`src/design/cett_pkg.sv`:
```
`timescale 1ns / 1ps
// Shared constants and types for the clock edge tap tempo unit.
// Depends on nothing; every other design file imports it.
package cett_pkg;

  // Depth of the interval history and width of the time base.
  localparam int HISTORY_DEPTH = 3;
  localparam int TIME_W        = 32;

  // Fixed field widths.
  localparam int CV_W    = 16;
  localparam int BASE_W  = 24;
  localparam int ALPHA_W = 16;
  localparam int MS_W    = 16;

  // Derived widths for the history ring, its fill count and the running sum.
  localparam int CNT_W = $clog2(HISTORY_DEPTH + 1);
  localparam int IDX_W = (HISTORY_DEPTH > 1) ? $clog2(HISTORY_DEPTH) : 1;
  localparam int SUM_W = MS_W + CNT_W;

  // Reset values of the tracked state.
  localparam logic [BASE_W-1:0] BASE_RESET = 24'h800000;
  localparam logic [MS_W-1:0]   AVG_RESET  = 16'd500;

  // Interval limits handed to the tempo tracker.
  typedef struct packed {
    logic [MS_W-1:0] min_ms;
    logic [MS_W-1:0] max_ms;
  } cett_limits_t;

  // One beat registration request.
  typedef struct packed {
    logic              start;
    logic [TIME_W-1:0] now;
  } cett_beat_req_t;

endpackage

```
`src/design/clock_edge_tap_tempo_unit.sv`:
```
`timescale 1ns / 1ps
// Top level of the clock edge tap tempo unit: register file, detector and control.
// Depends on cett_pkg, cett_smoother and cett_tempo.
//
// Each item is one millisecond tick (CV sample, timestamp, tap) and yields one
// result item. Items are handled one at a time; in_ready_o is high only while
// the block waits for the next tick, and a finished result sits in an output
// register so the next tick can be taken before it is collected. A tick that
// settles or tracks the baseline runs the bit-serial multiplier that walks the
// 16 bits of alpha. An interval that enters the history is summed entry by
// entry and then averaged by the serial divider, which retires one bit of the
// 18-bit sum per cycle. A tick may register both a clock beat and a tap.
module clock_edge_tap_tempo_unit import cett_pkg::*; (
  input  logic            clk_i,
  input  logic            rst_ni,
  // Tick channel
  input  logic            in_valid_i,
  output logic            in_ready_o,
  input  logic [CV_W-1:0] cv_sample_i,
  input  logic [31:0]     now_ms_i,
  input  logic            tap_i,
  // Result channel
  output logic            out_valid_o,
  input  logic            out_ready_i,
  output logic            beat_o,
  output logic [MS_W-1:0] interval_avg_ms_o,
  output logic            armed_o,
  output logic            settling_o,
  // Configuration port
  input  logic            psel,
  input  logic            penable,
  input  logic            pwrite,
  input  logic [4:0]      paddr,
  input  logic [31:0]     pwdata,
  output logic [31:0]     prdata,
  output logic            pready
);

  typedef enum logic [2:0] {S_IDLE, S_SMOOTH, S_DETECT, S_BEAT, S_OUT} state_e;

  // Register map, one word per register.
  localparam logic [2:0] REG_RISE   = 3'd0;
  localparam logic [2:0] REG_REARM  = 3'd1;
  localparam logic [2:0] REG_SETTLE = 3'd2;
  localparam logic [2:0] REG_FAST   = 3'd3;
  localparam logic [2:0] REG_SLOW   = 3'd4;
  localparam logic [2:0] REG_MIN    = 3'd5;
  localparam logic [2:0] REG_MAX    = 3'd6;

  state_e            state_q;
  logic [15:0]       rise_q;
  logic [15:0]       rearm_q;
  logic [7:0]        settle_ticks_q;
  logic [15:0]       fast_q;
  logic [15:0]       slow_q;
  logic [MS_W-1:0]   min_q;
  logic [MS_W-1:0]   max_q;
  logic [7:0]        settle_left_q;
  logic              armed_q;
  logic [CV_W-1:0]   cv_q;
  logic [TIME_W-1:0] now_q;
  logic              tap_q;
  logic              settling_q;
  logic              beat_q;
  logic              tap_pend_q;
  logic              out_valid_q;
  logic              beat_out_q;
  logic [MS_W-1:0]   avg_out_q;
  logic              armed_out_q;
  logic              settling_out_q;

  logic              cfg_wr;
  logic [2:0]        reg_idx;
  logic              in_fire;
  logic              need_smooth;
  logic              sm_start;
  logic [ALPHA_W-1:0] sm_alpha;
  logic              sm_busy;
  logic              sm_done;
  logic [BASE_W-1:0] baseline;
  logic [BASE_W:0]   cv_wide;
  logic [BASE_W:0]   rise_level;
  logic [BASE_W:0]   rearm_level;
  logic              rise_hit;
  logic              rearm_miss;
  logic              clk_beat;
  logic              out_load;
  cett_beat_req_t    beat_req;
  cett_limits_t      limits;
  logic              tp_busy;
  logic              tp_done;
  logic [MS_W-1:0]   tp_avg;

  // Configuration port decode.
  assign pready  = 1'b1;
  assign reg_idx = paddr[4:2];
  assign cfg_wr  = psel && penable && pwrite && pready;

  always_ff @(posedge clk_i or negedge rst_ni) begin
    if (!rst_ni) begin
      rise_q         <= 16'd13107;
      rearm_q        <= 16'd4588;
      settle_ticks_q <= 8'd200;
      fast_q         <= 16'd13107;
      slow_q         <= 16'd1311;
      min_q          <= 16'd40;
      max_q          <= 16'd8000;
    end else if (cfg_wr) begin
      unique case (reg_idx)
        REG_RISE:   rise_q         <= pwdata[15:0];
        REG_REARM:  rearm_q        <= pwdata[15:0];
        REG_SETTLE: settle_ticks_q <= pwdata[7:0];
        REG_FAST:   fast_q         <= pwdata[15:0];
        REG_SLOW:   slow_q         <= pwdata[15:0];
        REG_MIN:    min_q          <= pwdata[15:0];
        REG_MAX:    max_q          <= pwdata[15:0];
        default:    ;
      endcase
    end
  end

  // Register readback.
  always_comb begin
    unique case (reg_idx)
      REG_RISE:   prdata = {16'd0, rise_q};
      REG_REARM:  prdata = {16'd0, rearm_q};
      REG_SETTLE: prdata = {24'd0, settle_ticks_q};
      REG_FAST:   prdata = {16'd0, fast_q};
      REG_SLOW:   prdata = {16'd0, slow_q};
      REG_MIN:    prdata = {16'd0, min_q};
      REG_MAX:    prdata = {16'd0, max_q};
      default:    prdata = 32'd0;
    endcase
  end

  // A tick that settles or finds the detector disarmed updates the baseline first.
  assign in_ready_o  = (state_q == S_IDLE);
  assign in_fire     = in_valid_i && in_ready_o;
  assign need_smooth = (settle_left_q != 8'd0) || !armed_q;
  assign sm_start    = in_fire && need_smooth;
  assign sm_alpha    = (settle_left_q != 8'd0) ? fast_q : slow_q;

  cett_smoother u_smoother (
    .clk_i      (clk_i),
    .rst_ni     (rst_ni),
    .start_i    (sm_start),
    .cv_i       (cv_sample_i),
    .alpha_i    (sm_alpha),
    .busy_o     (sm_busy),
    .done_o     (sm_done),
    .baseline_o (baseline)
  );

  // Edge detector levels, compared one bit wider so the sums cannot wrap.
  assign cv_wide     = {1'b0, cv_q, 8'd0};
  assign rise_level  = {1'b0, baseline} + {1'b0, rise_q, 8'd0};
  assign rearm_level = {1'b0, baseline} + {1'b0, rearm_q, 8'd0};
  assign rise_hit    = cv_wide > rise_level;
  assign rearm_miss  = cv_wide < rearm_level;
  assign clk_beat    = !settling_q && !armed_q && rise_hit;

  // Beat requests: the clock beat goes first, a tap follows on the same tick.
  assign beat_req.start = ((state_q == S_DETECT) && (clk_beat || tap_q)) ||
                          ((state_q == S_BEAT) && tp_done && tap_pend_q);
  assign beat_req.now   = now_q;
  assign limits.min_ms  = min_q;
  assign limits.max_ms  = max_q;

  cett_tempo u_tempo (
    .clk_i  (clk_i),
    .rst_ni (rst_ni),
    .req_i  (beat_req),
    .lim_i  (limits),
    .busy_o (tp_busy),
    .done_o (tp_done),
    .avg_o  (tp_avg)
  );

  assign out_load = (state_q == S_OUT) && (!out_valid_q || out_ready_i);

  // Tick sequencer, detector state and the result register.
  always_ff @(posedge clk_i or negedge rst_ni) begin
    if (!rst_ni) begin
      state_q       <= S_IDLE;
      settle_left_q <= 8'd200;
      armed_q       <= 1'b0;
      tap_pend_q    <= 1'b0;
      out_valid_q   <= 1'b0;
    end else begin
      unique case (state_q)
        S_IDLE: begin
          if (in_fire) begin
            cv_q       <= cv_sample_i;
            now_q      <= now_ms_i[TIME_W-1:0];
            tap_q      <= tap_i;
            settling_q <= (settle_left_q != 8'd0);
            state_q    <= need_smooth ? S_SMOOTH : S_DETECT;
          end
        end
        S_SMOOTH: begin
          if (sm_done) begin
            state_q <= S_DETECT;
          end
        end
        S_DETECT: begin
          if (settling_q) begin
            settle_left_q <= settle_left_q - 8'd1;
          end else if (!armed_q) begin
            if (rise_hit) begin
              armed_q <= 1'b1;
            end
          end else if (rearm_miss) begin
            armed_q <= 1'b0;
          end
          beat_q     <= clk_beat || tap_q;
          tap_pend_q <= clk_beat && tap_q;
          state_q    <= (clk_beat || tap_q) ? S_BEAT : S_OUT;
        end
        S_BEAT: begin
          if (tp_done) begin
            if (tap_pend_q) begin
              tap_pend_q <= 1'b0;
            end else begin
              state_q <= S_OUT;
            end
          end
        end
        S_OUT: begin
          if (out_load) begin
            beat_out_q     <= beat_q;
            avg_out_q      <= tp_avg;
            armed_out_q    <= armed_q;
            settling_out_q <= settling_q;
            state_q        <= S_IDLE;
          end
        end
        default: state_q <= S_IDLE;
      endcase

      // Writing the settle count restarts the settling phase.
      if (cfg_wr && (reg_idx == REG_SETTLE)) begin
        settle_left_q <= pwdata[7:0];
      end

      if (out_load) begin
        out_valid_q <= 1'b1;
      end else if (out_ready_i) begin
        out_valid_q <= 1'b0;
      end
    end
  end

  assign out_valid_o       = out_valid_q;
  assign beat_o            = beat_out_q;
  assign interval_avg_ms_o = avg_out_q;
  assign armed_o           = armed_out_q;
  assign settling_o        = settling_out_q;

  // Only one item is in flight: an accepted tick blocks the next one.
  a_one_item: assert property (@(posedge clk_i) disable iff (!rst_ni)
    in_valid_i && in_ready_o |=> !in_ready_o)
    else $error("tick accepted while another item was in flight");

  // The baseline smoother and the tempo tracker never run at the same time.
  a_units_exclusive: assert property (@(posedge clk_i) disable iff (!rst_ni)
    !(sm_busy && tp_busy))
    else $error("smoother and tempo tracker busy together");

  // The detector arms only from a detection step outside the settling phase.
  a_arm_source: assert property (@(posedge clk_i) disable iff (!rst_ni)
    $rose(armed_q) |-> ($past(state_q) == S_DETECT) && !$past(settling_q))
    else $error("detector armed outside a detection step");

endmodule

```
`src/design/cett_smoother.sv`:
```
`timescale 1ns / 1ps
// Baseline tracker: exponential smoother with a bit-serial multiplier.
// Depends on cett_pkg.
module cett_smoother import cett_pkg::*; (
  input  logic               clk_i,
  input  logic               rst_ni,
  input  logic               start_i,
  input  logic [CV_W-1:0]    cv_i,
  input  logic [ALPHA_W-1:0] alpha_i,
  output logic               busy_o,
  output logic               done_o,
  output logic [BASE_W-1:0]  baseline_o
);

  typedef enum logic [1:0] {SM_IDLE, SM_MUL, SM_UPD} sm_state_e;

  localparam int STEP_W = $clog2(ALPHA_W);

  sm_state_e          state_q;
  logic [BASE_W-1:0]  base_q;
  logic [BASE_W-1:0]  mag_q;
  logic [BASE_W-1:0]  hi_q;
  logic [ALPHA_W-1:0] lo_q;
  logic [ALPHA_W-1:0] alpha_q;
  logic [STEP_W-1:0]  step_q;
  logic               neg_q;
  logic               done_q;

  logic [BASE_W-1:0]  cv24;
  logic               cv_below;
  logic [BASE_W:0]    add_sum;
  logic [BASE_W-1:0]  down_mag;

  // The sample is widened to Q0.24 by appending zero bits.
  assign cv24     = {cv_i, {(BASE_W - CV_W){1'b0}}};
  assign cv_below = cv24 < base_q;

  // One partial product per cycle, weight bit taken from the LSB of alpha.
  assign add_sum  = {1'b0, hi_q} + {1'b0, (alpha_q[0] ? mag_q : {BASE_W{1'b0}})};

  // A downward step rounds away from zero, which is a floor of the signed step.
  assign down_mag = hi_q + {{(BASE_W - 1){1'b0}}, |lo_q};

  // Sequencer: load magnitude, shift-add over all alpha bits, then update.
  always_ff @(posedge clk_i or negedge rst_ni) begin
    if (!rst_ni) begin
      state_q <= SM_IDLE;
      base_q  <= BASE_RESET;
      step_q  <= '0;
      done_q  <= 1'b0;
    end else begin
      done_q <= 1'b0;
      unique case (state_q)
        SM_IDLE: begin
          if (start_i) begin
            neg_q   <= cv_below;
            mag_q   <= cv_below ? (base_q - cv24) : (cv24 - base_q);
            alpha_q <= alpha_i;
            hi_q    <= '0;
            lo_q    <= '0;
            step_q  <= '0;
            state_q <= SM_MUL;
          end
        end
        SM_MUL: begin
          hi_q    <= add_sum[BASE_W:1];
          lo_q    <= {add_sum[0], lo_q[ALPHA_W-1:1]};
          alpha_q <= {1'b0, alpha_q[ALPHA_W-1:1]};
          step_q  <= step_q + 1'b1;
          if (step_q == STEP_W'(ALPHA_W - 1)) begin
            state_q <= SM_UPD;
          end
        end
        SM_UPD: begin
          base_q  <= neg_q ? (base_q - down_mag) : (base_q + hi_q);
          done_q  <= 1'b1;
          state_q <= SM_IDLE;
        end
        default: state_q <= SM_IDLE;
      endcase
    end
  end

  assign busy_o     = (state_q != SM_IDLE);
  assign done_o     = done_q;
  assign baseline_o = base_q;

endmodule

```
`src/design/cett_divider.sv`:
```
`timescale 1ns / 1ps
// Restoring divider that retires one quotient bit per cycle.
// Divides the interval sum by the ring fill count. Depends on cett_pkg.
module cett_divider import cett_pkg::*; (
  input  logic             clk_i,
  input  logic             rst_ni,
  input  logic             start_i,
  input  logic [SUM_W-1:0] dividend_i,
  input  logic [CNT_W-1:0] divisor_i,
  output logic             done_o,
  output logic [SUM_W-1:0] quotient_o
);

  localparam int BIT_W = $clog2(SUM_W);

  logic [SUM_W-1:0] qr_q;
  logic [CNT_W-1:0] rem_q;
  logic [CNT_W-1:0] div_q;
  logic [BIT_W-1:0] bit_q;
  logic             run_q;
  logic             done_q;

  logic [CNT_W:0]   trial;
  logic             fits;

  // Bring down the next dividend bit and test against the divisor.
  assign trial = {rem_q, qr_q[SUM_W-1]};
  assign fits  = trial >= {1'b0, div_q};

  // The dividend shifts out at the top while quotient bits shift in below.
  always_ff @(posedge clk_i or negedge rst_ni) begin
    if (!rst_ni) begin
      run_q  <= 1'b0;
      done_q <= 1'b0;
      bit_q  <= '0;
    end else begin
      done_q <= 1'b0;
      if (start_i && !run_q) begin
        qr_q  <= dividend_i;
        rem_q <= '0;
        div_q <= divisor_i;
        bit_q <= '0;
        run_q <= 1'b1;
      end else if (run_q) begin
        rem_q <= fits ? CNT_W'(trial - {1'b0, div_q}) : trial[CNT_W-1:0];
        qr_q  <= {qr_q[SUM_W-2:0], fits};
        bit_q <= bit_q + 1'b1;
        if (bit_q == BIT_W'(SUM_W - 1)) begin
          run_q  <= 1'b0;
          done_q <= 1'b1;
        end
      end
    end
  end

  assign done_o     = done_q;
  assign quotient_o = qr_q;

endmodule

```
`src/design/cett_tempo.sv`:
```
`timescale 1ns / 1ps
// Tempo tracker: beat intervals, the interval history ring and its average.
// Depends on cett_pkg and cett_divider.
module cett_tempo import cett_pkg::*; (
  input  logic           clk_i,
  input  logic           rst_ni,
  input  cett_beat_req_t req_i,
  input  cett_limits_t   lim_i,
  output logic           busy_o,
  output logic           done_o,
  output logic [MS_W-1:0] avg_o
);

  typedef enum logic [2:0] {TP_IDLE, TP_CHECK, TP_READ, TP_ADD, TP_DIV} tp_state_e;

  tp_state_e         state_q;
  logic [TIME_W-1:0] last_q;
  logic              last_vld_q;
  logic [TIME_W-1:0] iv_q;
  logic [MS_W-1:0]   ring_q [HISTORY_DEPTH];
  logic [MS_W-1:0]   rd_q;
  logic [IDX_W-1:0]  idx_q;
  logic [IDX_W-1:0]  sel_q;
  logic [CNT_W-1:0]  cnt_q;
  logic [SUM_W-1:0]  sum_q;
  logic [MS_W-1:0]   avg_q;
  logic              done_q;
  logic              div_go_q;

  logic              in_range;
  logic              too_long;
  logic              ring_we;
  logic              sel_last;
  logic              div_done;
  logic [SUM_W-1:0]  quotient;

  // Interval classification against the configured limits.
  assign in_range = (iv_q >= TIME_W'(lim_i.min_ms)) && (iv_q <= TIME_W'(lim_i.max_ms));
  assign too_long = iv_q > TIME_W'(lim_i.max_ms);
  assign ring_we  = (state_q == TP_CHECK) && in_range;
  assign sel_last = (CNT_W'(sel_q) + CNT_W'(1)) == cnt_q;

  // History ring: one write port, one registered read port.
  always_ff @(posedge clk_i) begin
    if (ring_we) begin
      ring_q[idx_q] <= iv_q[MS_W-1:0];
    end
    rd_q <= ring_q[sel_q];
  end

  // Average of the filled entries, one quotient bit per cycle.
  cett_divider u_divider (
    .clk_i      (clk_i),
    .rst_ni     (rst_ni),
    .start_i    (div_go_q),
    .dividend_i (sum_q),
    .divisor_i  (cnt_q),
    .done_o     (div_done),
    .quotient_o (quotient)
  );

  // Beat sequencer: measure, store, sum the ring entry by entry, divide.
  always_ff @(posedge clk_i or negedge rst_ni) begin
    if (!rst_ni) begin
      state_q    <= TP_IDLE;
      last_q     <= '0;
      last_vld_q <= 1'b0;
      idx_q      <= '0;
      cnt_q      <= '0;
      avg_q      <= AVG_RESET;
      done_q     <= 1'b0;
      div_go_q   <= 1'b0;
    end else begin
      done_q   <= 1'b0;
      div_go_q <= 1'b0;
      unique case (state_q)
        TP_IDLE: begin
          if (req_i.start) begin
            iv_q       <= req_i.now - last_q;
            last_q     <= req_i.now;
            last_vld_q <= 1'b1;
            if (last_vld_q) begin
              state_q <= TP_CHECK;
            end else begin
              done_q <= 1'b1;
            end
          end
        end
        TP_CHECK: begin
          if (in_range) begin
            idx_q <= (idx_q == IDX_W'(HISTORY_DEPTH - 1)) ? '0 : idx_q + 1'b1;
            if (cnt_q != CNT_W'(HISTORY_DEPTH)) begin
              cnt_q <= cnt_q + 1'b1;
            end
            sel_q   <= '0;
            sum_q   <= '0;
            state_q <= TP_READ;
          end else begin
            // An interval beyond the upper limit empties the history.
            if (too_long) begin
              cnt_q <= '0;
              idx_q <= '0;
            end
            done_q  <= 1'b1;
            state_q <= TP_IDLE;
          end
        end
        TP_READ: begin
          state_q <= TP_ADD;
        end
        TP_ADD: begin
          sum_q <= sum_q + SUM_W'(rd_q);
          if (sel_last) begin
            div_go_q <= 1'b1;
            state_q  <= TP_DIV;
          end else begin
            sel_q   <= sel_q + 1'b1;
            state_q <= TP_READ;
          end
        end
        TP_DIV: begin
          if (div_done) begin
            avg_q   <= quotient[MS_W-1:0];
            done_q  <= 1'b1;
            state_q <= TP_IDLE;
          end
        end
        default: state_q <= TP_IDLE;
      endcase
    end
  end

  assign busy_o = (state_q != TP_IDLE);
  assign done_o = done_q;
  assign avg_o  = avg_q;

endmodule

```
`config.mk`:
```
export PLATFORM = sky130hd
export DESIGN_NAME = clock_edge_tap_tempo_unit
export DESIGN_NICKNAME = d
export VERILOG_FILES = /design/src/design/cett_pkg.sv /design/src/design/clock_edge_tap_tempo_unit.sv /design/src/design/cett_smoother.sv /design/src/design/cett_divider.sv /design/src/design/cett_tempo.sv
export SDC_FILE = /design/constraint.sdc
export NUM_CORES = 1
export LEC_CHECK = 0
export BUFFER_PORTS_ARGS = -buffer_cell sky130_fd_sc_hd__buf_4
export CORE_MARGIN = 2
export CORE_UTILIZATION = 47
export CTS_BUF_LIST = sky130_fd_sc_hd__clkbuf_16
export DETAILED_ROUTE_END_ITERATION = 10
export SYNTH_ARGS = -nofsm -noshare
export SYNTH_HDL_FRONTEND = slang
export SYNTH_HIERARCHICAL = 1
export SYNTH_SLANG_ARGS = --single-unit
```
`constraint.sdc`:
```
create_clock -name clk_i -period 9.33 [get_ports clk_i]
set_clock_uncertainty 0.1 [all_clocks]
set_input_delay 1.3995 -clock clk_i [delete_from_list [all_inputs] [get_ports clk_i]]
set_output_delay 1.3995 -clock clk_i [all_outputs]
set_load 0.01 [all_outputs]
```
==> impl_metrics.ini, run 1 <==
[status]
status = complete, no violations

[floorplanning]
dieArea_um2 = 66670
coreArea_um2 = 64120
fp-row-count = 93
die_w_um = 258.2
fp.dieH_um = 258.2
io_pins = 147
start_util_pct = 47.37

[critical_path]
cp_data_required_time_ns = 9.75
r2r_start = u_smoother/baseline_o[8]
crit_start = u_smoother/baseline_o[8]
endpoint_kind = flop
startpoint_type = flop
arrival_ns = 7.37
path_max_fanout = 64
cp_slowest_stage_delay_ns = 0.99
crit_path_top_delay_cell = and2_2
path_class = flop to flop
rr_endpoint = u_tempo/last_q[31]
reg2reg_depth = 18
r2r_slack_ns = 2.38
critPathMostFrequentCell = ha_1
crit_chain = ha_1, fa_1, a21o_1, a21oi_1, o21ai_0, a2111oi_0, o31a_1, xor2_1, ha_1, nand4_1, or2_2, o221a_1, nor4_2, o211a_1, nor3_1, a211oi_1, and2_2, mux2_2
crit_end = u_tempo/last_q[31]

[run]
max_cap_viol_count = 0

[sta]
tns_ns = 0
fin_crit_ns = 6.946
fmax_ghz = 0.1440
drv_slew = 0
final_hold_viol_count = 0
setup_slack_ns = 2.384
whs_ns = 0.3183
max_slew_margin_pct = 18.06
post-route-period-util_pct = 74.45
worst_pin_slew_ns = 1.218
rsz0062_at_grt = false
setup_viol = 0

[drt]
vias = 21840
first_pass_iters = 7
drcViolationCount = 0
wl_um = 76510
ant_nets = 0
via_per_inst = 5.655
detail_route.wl_per_cell_um = 19.82
drtIter0Drc = 1602

[placed_design]
hpwlAfterDp_um = 56870
place_ws_ns = 2.403
portBuffers = 111
place_congestion = 0.8951

[clocking]
cts_tree = yes
clockRootBuffer = clkbuf_16
clock_latency_ns = 0.64
cts-hold-fix-buffers = 0
numCtsBuffers = 57
clockBufferDepth = 3
post_cts_buffers = 0
clk_pin_slew_worst_paths_ns = 0.06
cts_sinks = 503
cts_resized = 0
cts_max_level = 2

[hold_path]
hp-class = flop to flop

[power_and_ir_drop]
total_power_uw = 10110
power.density_nw_per_um2 = 296.7
power.leakage_uw = 0.01445
ir_worst_vdd_mv = 0.2869

[synthesis]
ys.warnings.count = 6
netlist_area_um2 = 30370
syn_inst = 2850
synth_area_per_cell_um2 = 10.66

[global_routing]
overflow = 0
grt_util_all_layers_pct = 22.83
antenna_found_initial = 0
grt_start_max_net_pins = 146
first_global_vias = 21850
grt_pass1_wl_um = 120700

[final_layout]
drive_above_1_share_pct = 16.63
fillers = 5657
n_antenna_cell = 0
finalNetCount = 3331
syn2layout_area_growth_pct = 12.17
-- worst max-delay path, delay by kind of cell, from the launching register on --
kind	cells	cell delay, ns
and+or+nand+nor	5	1.85
muxes	1	0.41
xor gates and xnor gates	1	0.12
DFF	1	0.47
adders and majority gates	3	1.00
AOI/OAI and AO/OA	8	2.84
-- layout by cell type, fill, tap and decap left out, types with 9 or more instances in the layout --
| master | n |
|---|---|
| edfxtp_1 | 273 |
| ha_1 | 272 |
| inv_1 | 227 |
| nand2_1 | 218 |
| a21oi_1 | 181 |
| dfrtp_1 | 163 |
| o21ai_0 | 158 |
| mux2_2 | 155 |
| nor2_1 | 150 |
| buf_4 | 128 |
| xnor2_1 | 92 |
| a21o_1 | 86 |
| clkbuf_16 | 60 |
| nor3_1 | 54 |
| and2_1 | 53 |
| dfstp_2 | 51 |
| xor2_1 | 45 |
| nor2b_1 | 42 |
| nand3_1 | 39 |
| mux2i_1 | 39 |
| nand2b_1 | 34 |
| nand4_1 | 28 |
| a31oi_1 | 25 |
| o211ai_1 | 24 |
| o21a_1 | 21 |
| a211oi_1 | 20 |
| nor4_1 | 18 |
| or2_2 | 17 |
| o21bai_1 | 17 |
| and3_1 | 17 |
| conb_1 | 17 |
| o21ai_1 | 17 |
| dfxtp_1 | 16 |
| or3_1 | 13 |
| clkinv_2 | 13 |
| a22oi_1 | 9 |
| o31ai_1 | 9 |
| fa_1 | 9 |
-- through the flow --
step | utilization [%] | instances | area, µm²
after CTS | 53.13 | 3861 | 34070
after global placement | 50.03 | 3753 | 32080
after floorplan | - | 2865 | 30430
after detailed placement | 50.03 | 3753 | 32080
after global routing | 53.13 | 3861 | 34070
final | 53.13 | 3861 | 34070
-- registers in the layout (all words and copies together), names as in the netlist, 18 cells and up --
register and flops:
u_smoother/baseline_o 24, u_smoother/hi_q 24, u_smoother/mag_q 24, now_q 32, u_tempo/ring_q 48, u_tempo/iv_q 32
u_tempo/last_q 32, u_tempo/sum_q 18, u_tempo/u_divider/quotient_o 18
-- report_power, final --
group	internal (µW)	leakage (µW)	switching, µW	total [µW]
Sequential	2880	0.00535	382	3260
Combinational	1910	0.00811	2610	4520
Clock	1350	0.000987	974	2320
Total	6140	0.0144	3970	10100
-- metal layers --
layer	vias to the layer above	track usage [%]	share of wire, %
li1	10510	-	-
met1	10680	32.04	46
met2	536	36.74	46
met3	107	3.112	5.1
met4	0	7.129	2.7
met5	-	0	0
-- cell type report --
cell class	instances	area [µm²]	share of cell area [%]
Clock inverter	48	485.5	1.425
Tap cell	855	1070	3.140
Sequential cell	503	13940	40.91
Timing Repair Buffer	130	996.0	2.924
Clock buffer	60	1501	4.407
Inverter	222	835.8	2.453
Multi-Input combinational cell	2043	15240	44.74
-- how the worst min path moves through the flow --
| stage | startpoint | to | depth (start not counted) |
|---|---|---|---|
| 2_1_floorplan | beat_q | beat_o | 0 |
| 5_1_grt | beat_q | beat_o | 0 |
| 3_3_place_gp | beat_q | beat_o | 0 |
| 3_5_place_dp | beat_q | beat_o | 0 |
| 4_1_cts | beat_q | beat_o | 0 |
| 6_report | beat_q | beat_o | 0 |
Power figures use the tool's default switching activity.
==> run 2, diff against run 1 <==
--- a/config.mk
+++ b/config.mk
@@ -10,6 +10,7 @@
 export CORE_UTILIZATION = 47
 export CTS_BUF_LIST = sky130_fd_sc_hd__clkbuf_16
 export DETAILED_ROUTE_END_ITERATION = 10
+export PLACE_DENSITY = 0.66
 export SYNTH_ARGS = -nofsm -noshare
 export SYNTH_HDL_FRONTEND = slang
 export SYNTH_HIERARCHICAL = 1
==> constraint.sdc (replaced) <==
create_clock -name clk_i -period 5.6 [get_ports clk_i]
set_clock_uncertainty 0.1 [all_clocks]
set_input_delay 0.84 -clock clk_i [delete_from_list [all_inputs] [get_ports clk_i]]
set_output_delay 0.84 -clock clk_i [all_outputs]
set_load 0.01 [all_outputs]
==> run 2 against run 1 <==
Clock power grew 53%; die area unchanged; design area shrank 0.13%; worst hold slack worse by 0.20 ns; largest cell class unchanged; sequential cell count unchanged; combinational power is 69% higher; utilization is 0.070 points lower; worst setup slack got worse by 2.1 ns; via count up 0.93%; sequential share of layout area up 0.054 points; non-clock buffer count grew 13.
==> impl_metrics.ini, run 2 (synthesized netlist as in run 1, its figures left out) <==
[final_layout]
fillers = 5587
n_antenna_cell = 0
final_common_cell = edfxtp_1
top_register = u_tempo/ring_q
largest_reg_flops = 48
final_cell_mix = edfxtp_1, ha_1, inv_1, nand2_1, a21oi_1
finalNetCount = 3342
fin_area_um2 = 34020
drive_above_1_share_pct = 16.62
syn2layout_area_growth_pct = 12.02

[power_and_ir_drop]
power.density_nw_per_um2 = 487.9
power.leakage_uw = 0.01446
ir_worst_vdd_mv = 0.3705
total_power_uw = 16600

[floorplanning]
io_pins = 147
fp-row-count = 93
dieArea_um2 = 66670
coreArea_um2 = 64120
fp.dieH_um = 258.2
die_w_um = 258.2
start_util_pct = 47.37

[run]
max_cap_viol_count = 0

[global_routing]
grt_util_all_layers_pct = 23.03
antenna_found_initial = 3
first_global_vias = 21980
grt_start_max_net_pins = 141
grt_pass1_wl_um = 121200
overflow = 0

[critical_path]
crit_path_top_delay_cell = dfstp_2
startpoint_type = flop
crit_start = rise_q[1]
path_max_fanout = 32
path_class = flop to flop
critPathMostFrequentCell = ha_1
endpoint_kind = flop
cp_data_required_time_ns = 5.81
arrival_ns = 5.49
r2r_start = rise_q[1]
path_delay_family = compound AO/OA/AOI/OAI gates
crit_chain = ha_1, a211oi_1, nor2_1, o21a_1, o41a_1, o41ai_2, inv_1, a21oi_1, xor2_1, ha_1, nand4_1, or2_2, o221a_1, nor4_4, o211a_1, nor3_1, a211oi_2, buf_4, and3_1, buf_12
cp_slowest_stage_delay_ns = 0.57
cp_num_buf_inv = 3

[clocking]
clockRootBuffer = clkbuf_16
clock_latency_ns = 0.62
clockBufferDepth = 3
cts_tree = yes
cts-hold-fix-buffers = 0
cts_max_level = 2
cts_sinks = 503
clk_pin_slew_worst_paths_ns = 0.05
numCtsBuffers = 55

[drt]
drtIter0Drc = 1501
ant_nets = 0
drcViolationCount = 0
first_pass_iters = 5
detail_route.wl_per_cell_um = 20.07
wl_um = 77670
via_per_inst = 5.694
vias = 22040

[sta]
drv_slew = 0
final_hold_viol_count = 0
rsz0062_at_grt = false
setup_slack_ns = 0.3262
max_slew_margin_pct = 25.67
worst_pin_slew_ns = 1.114
setup_viol = 0
post-route-period-util_pct = 94.17
fmax_ghz = 0.1896
fin_crit_ns = 5.274

[status]
status = complete, no violations

[placed_design]
place_congestion = 0.9025
dpl_cell_area_um2 = 32200
portBuffers = 111
place_ws_ns = -0.08077
hpwlAfterDp_um = 58280

[hold_path]
hp-class = input pin to async pin
## run 2: cell count changes in the layout (fill, tap and decap cells not counted), sizes merged
| cell | delta |
|---|---|
| buf | +13 |
| clkinv | +3 |
| clkbuf | -5 |
| bufinv | -1 |
| inv | +3 |
| clkinvlp | -4 |
## run 2: cell type report
| type | instances | area, µm² | share of cell area [%] |
|---|---|---|---|
| clock buffer | 55 | 1376 | 4.045 |
| clock inverter | 49 | 407.9 | 1.199 |
| sequential | 503 | 13940 | 40.97 |
| multi-input combinational | 2043 | 15280 | 44.90 |
| tap | 855 | 1070 | 3.144 |
| inverter | 222 | 835.8 | 2.457 |
| timing repair buffer | 143 | 1119 | 3.288 |
## run 2: path summary, 6_finish.rpt
check	endpoint	cells after the start	slack, ns
max	u_tempo/iv_q[28]	20	0.33
min	out_valid_o	1	0.12
max reg2reg	u_tempo/iv_q[28]	20	0.33
min reg2reg	beat_o	0	0.33
max in group asynchronous	u_smoother/baseline_o[10]	2	3.96
min in group clk_i	now_q[7]	1	0.29
## run 2: per-stage QoR
step	TNS (ns)	hold slack, ns	cells	util [%]
after floorplan	0	0.3003	2865	-
after global placement	-1.533	0.3068	3765	50.22
final	0	0.1216	3870	53.06
after detailed placement	-3.667	0.3167	3765	50.22
after global routing	0	0.1740	3870	53.06
after CTS	0	0.1602	3869	53.01
## run 2: power by group
group | switching [µW] | total (µW) | internal (µW)
Combinational | 4420 | 7640 | 3220
Clock | 1530 | 3550 | 2030
Sequential | 599 | 5400 | 4800
## run 2: worst register-to-register path, delay by kind of cell, from the launching register on
kind,cells,cell delay [ns]
XOR/XNOR,1,0.09
AO/OA/AOI/OAI,8,2.10
AND/OR/NAND/NOR,6,1.08
buffers and inverters,3,0.48
flip-flops,1,0.57
adder cells (fa/ha/maj),2,0.56
## run 2: repair_timing
| action | 4_1_cts | 5_1_grt |
|---|---|---|
| gates cloned | 0 | 0 |
| setup buffers | 0 | 1 |
| pin swaps | 0 | 2 |
| setup endpoints to repair | 64 | 66 |
| gates resized for setup | 2 | 5 |
## run 2: metal layers
metal | up-vias | GRT usage [%] | routed length [µm] | part of all wire, %
met3 | 135 | 4.162 | 4807 | 6.2
met1 | 10760 | 31.28 | 34780 | 45
met4 | 4 | 6.936 | 2015 | 2.6
met5 | - | 0 | 30 | 0.039
met2 | 608 | 37.61 | 36040 | 46
li1 | 10530 | - | - | -
==> run 3, diff against run 2 <==
--- a/config.mk
+++ b/config.mk
@@ -6,6 +6,7 @@
 export NUM_CORES = 1
 export LEC_CHECK = 0
 export BUFFER_PORTS_ARGS = -buffer_cell sky130_fd_sc_hd__buf_4
+export CORE_ASPECT_RATIO = 1.4
 export CORE_MARGIN = 2
 export CORE_UTILIZATION = 47
 export CTS_BUF_LIST = sky130_fd_sc_hd__clkbuf_16
==> run 3 against run 2 <==
Global-route usage increased by 0.16 points; fmax decreased by 0.88%; worst hold slack got worse by 0.084 ns; critical path type unchanged.
==> impl_metrics.ini, run 3 (synthesized netlist as in run 1, its figures left out) <==
[drt]
ant_nets = 0
wl_um = 76660
vias = 21900
via_per_inst = 5.673
detail_route.wl_per_cell_um = 19.85
drcViolationCount = 0
first_pass_iters = 5
drtIter0Drc = 1387

[clocking]
clk_pin_slew_worst_paths_ns = 0.06
clockRootBuffer = clkbuf_16
cts_sinks = 503
cts-hold-fix-buffers = 0
cts_max_level = 2
clock_latency_ns = 0.61
clockBufferDepth = 3
cts_tree = yes
numCtsBuffers = 51

[floorplanning]
dieArea_um2 = 66700
coreArea_um2 = 64140
fp.dieH_um = 304.8
io_pins = 147
fp-row-count = 110
die_w_um = 218.8
start_util_pct = 47.35

[final_layout]
largest_reg_flops = 48
fillers = 5690
final_common_cell = edfxtp_1
top_register = u_tempo/ring_q
fin_cells = 3861
final_cell_mix = edfxtp_1, ha_1, inv_1, nand2_1, a21oi_1
finalNetCount = 3351
drive_above_1_share_pct = 16.56
syn2layout_area_growth_pct = 11.78
final_util_pct = 52.93
fin_area_um2 = 33950

[sta]
post-route-period-util_pct = 95.01
final_hold_viol_count = 0
fmax_ghz = 0.1879
whs_ns = 0.03729
worst_pin_slew_ns = 1.146
fin_crit_ns = 5.321
setup_viol = 0
drv_slew = 0
max_slew_margin_pct = 23.27
rsz0062_at_grt = false

[power_and_ir_drop]
power.leakage_uw = 0.01450
total_power_uw = 16310
power.density_nw_per_um2 = 480.3
ir_worst_vdd_mv = 0.2307

[placed_design]
hpwlAfterDp_um = 58870
dp_cells = 3761
portBuffers = 111
dpl_cell_area_um2 = 32240
place_congestion = 0.9506

[critical_path]
endpoint_kind = flop
startpoint_type = flop
path_class = flop to flop
path_max_fanout = 21
crit_path_top_delay_cell = dfstp_2
crit_chain = ha_1, a211oi_2, nor2_1, o21a_1, o41a_1, o41ai_2, inv_1, a21oi_2, xor2_1, ha_1, nand4_1, or2_2, o221a_1, nor4_2, buf_4, o211a_1, nor3_1, a211oi_1, buf_4, and2_4, buf_12, mux2_2
reg2reg_depth = 22
arrival_ns = 5.70
cp_data_required_time_ns = 5.98
cp_slowest_stage_delay_ns = 0.54

[global_routing]
grt_pass1_wl_um = 121900
antenna_found_initial = 2
first_global_vias = 23050
overflow = 0
grt_start_max_net_pins = 52
grt_util_all_layers_pct = 23.18

[run]
max_cap_viol_count = 0

[hold_path]
hp-class = input pin to async pin

[status]
status = complete, no violations
## run 3: metal layers
| layer | up-vias | routed length (µm) | GRT usage [%] |
|---|---|---|---|
| met5 | - | 11 | 0 |
| met4 | 2 | 4140 | 12.30 |
| met3 | 188 | 2578 | 2.545 |
| met2 | 509 | 41090 | 43.58 |
| met1 | 10660 | 28840 | 25.15 |
| li1 | 10540 | - | - |
## run 3: worst max-delay path: cells and delay by family, from the launching register on
kind                       cells  cell delay, ns
muxes                          1            0.34
adders and majority gates      2            0.55
DFF                            1            0.54
buffers and inverters          4            0.63
xor gates and xnor gates       1            0.10
and+or+nand+nor                6            1.02
AOI/OAI and AO/OA              8            1.92
## run 3: report_power, final
part,total (µW),internal [µW],switching (µW)
combinational,7620,3230,4390
clock,3350,1900,1450
sequential,5340,4800,542
## run 3: final cells by class
class                   count  area, µm²  share of cell area (%)
flip-flops and latches    503      13940                   41.05
diodes                      1      2.502                0.007371
repair buffers            156       1215                   3.579
clock inverters            41      262.8                  0.7740
clock buffers              55       1376                   4.054
multi-input cells        2043      15270                   44.97
inverters                 222      835.8                   2.462
well taps                 840       1051                   3.096
## run 3: worst paths after layout
kind	start	endpoint	slack, ns
min in group clk_i	tap_i	tap_q	0.31
max reg2reg	rise_q[1]	u_tempo/last_q[31]	0.28
min	rst_ni	u_tempo/u_divider/bit_q[3]	0.04
max	rise_q[1]	u_tempo/last_q[31]	0.28
min reg2reg	u_tempo/ring_q[2][11]	u_tempo/rd_q[11]	0.34
max in group asynchronous	rst_ni	fast_q[6]	3.75
## run 3: through the flow
| stage | worst slack, ns | setup TNS [ns] |
|---|---|---|
| finish | 0.2793 | 0 |
| global route | 0.002164 | 0 |
| global placement | 0.006126 | 0 |
| floorplan | 0.2732 | 0 |
| CTS | 0.02687 | 0 |
| detailed placement | -0.07093 | -0.6815 |
## run 3: timing repair
action / CTS / global route
cloned: 0 / 0
setup endpoints to repair: 54 / 65
pin swaps: 0 / 6
buffers inserted: 0 / 3
gates resized for setup: 2 / 10
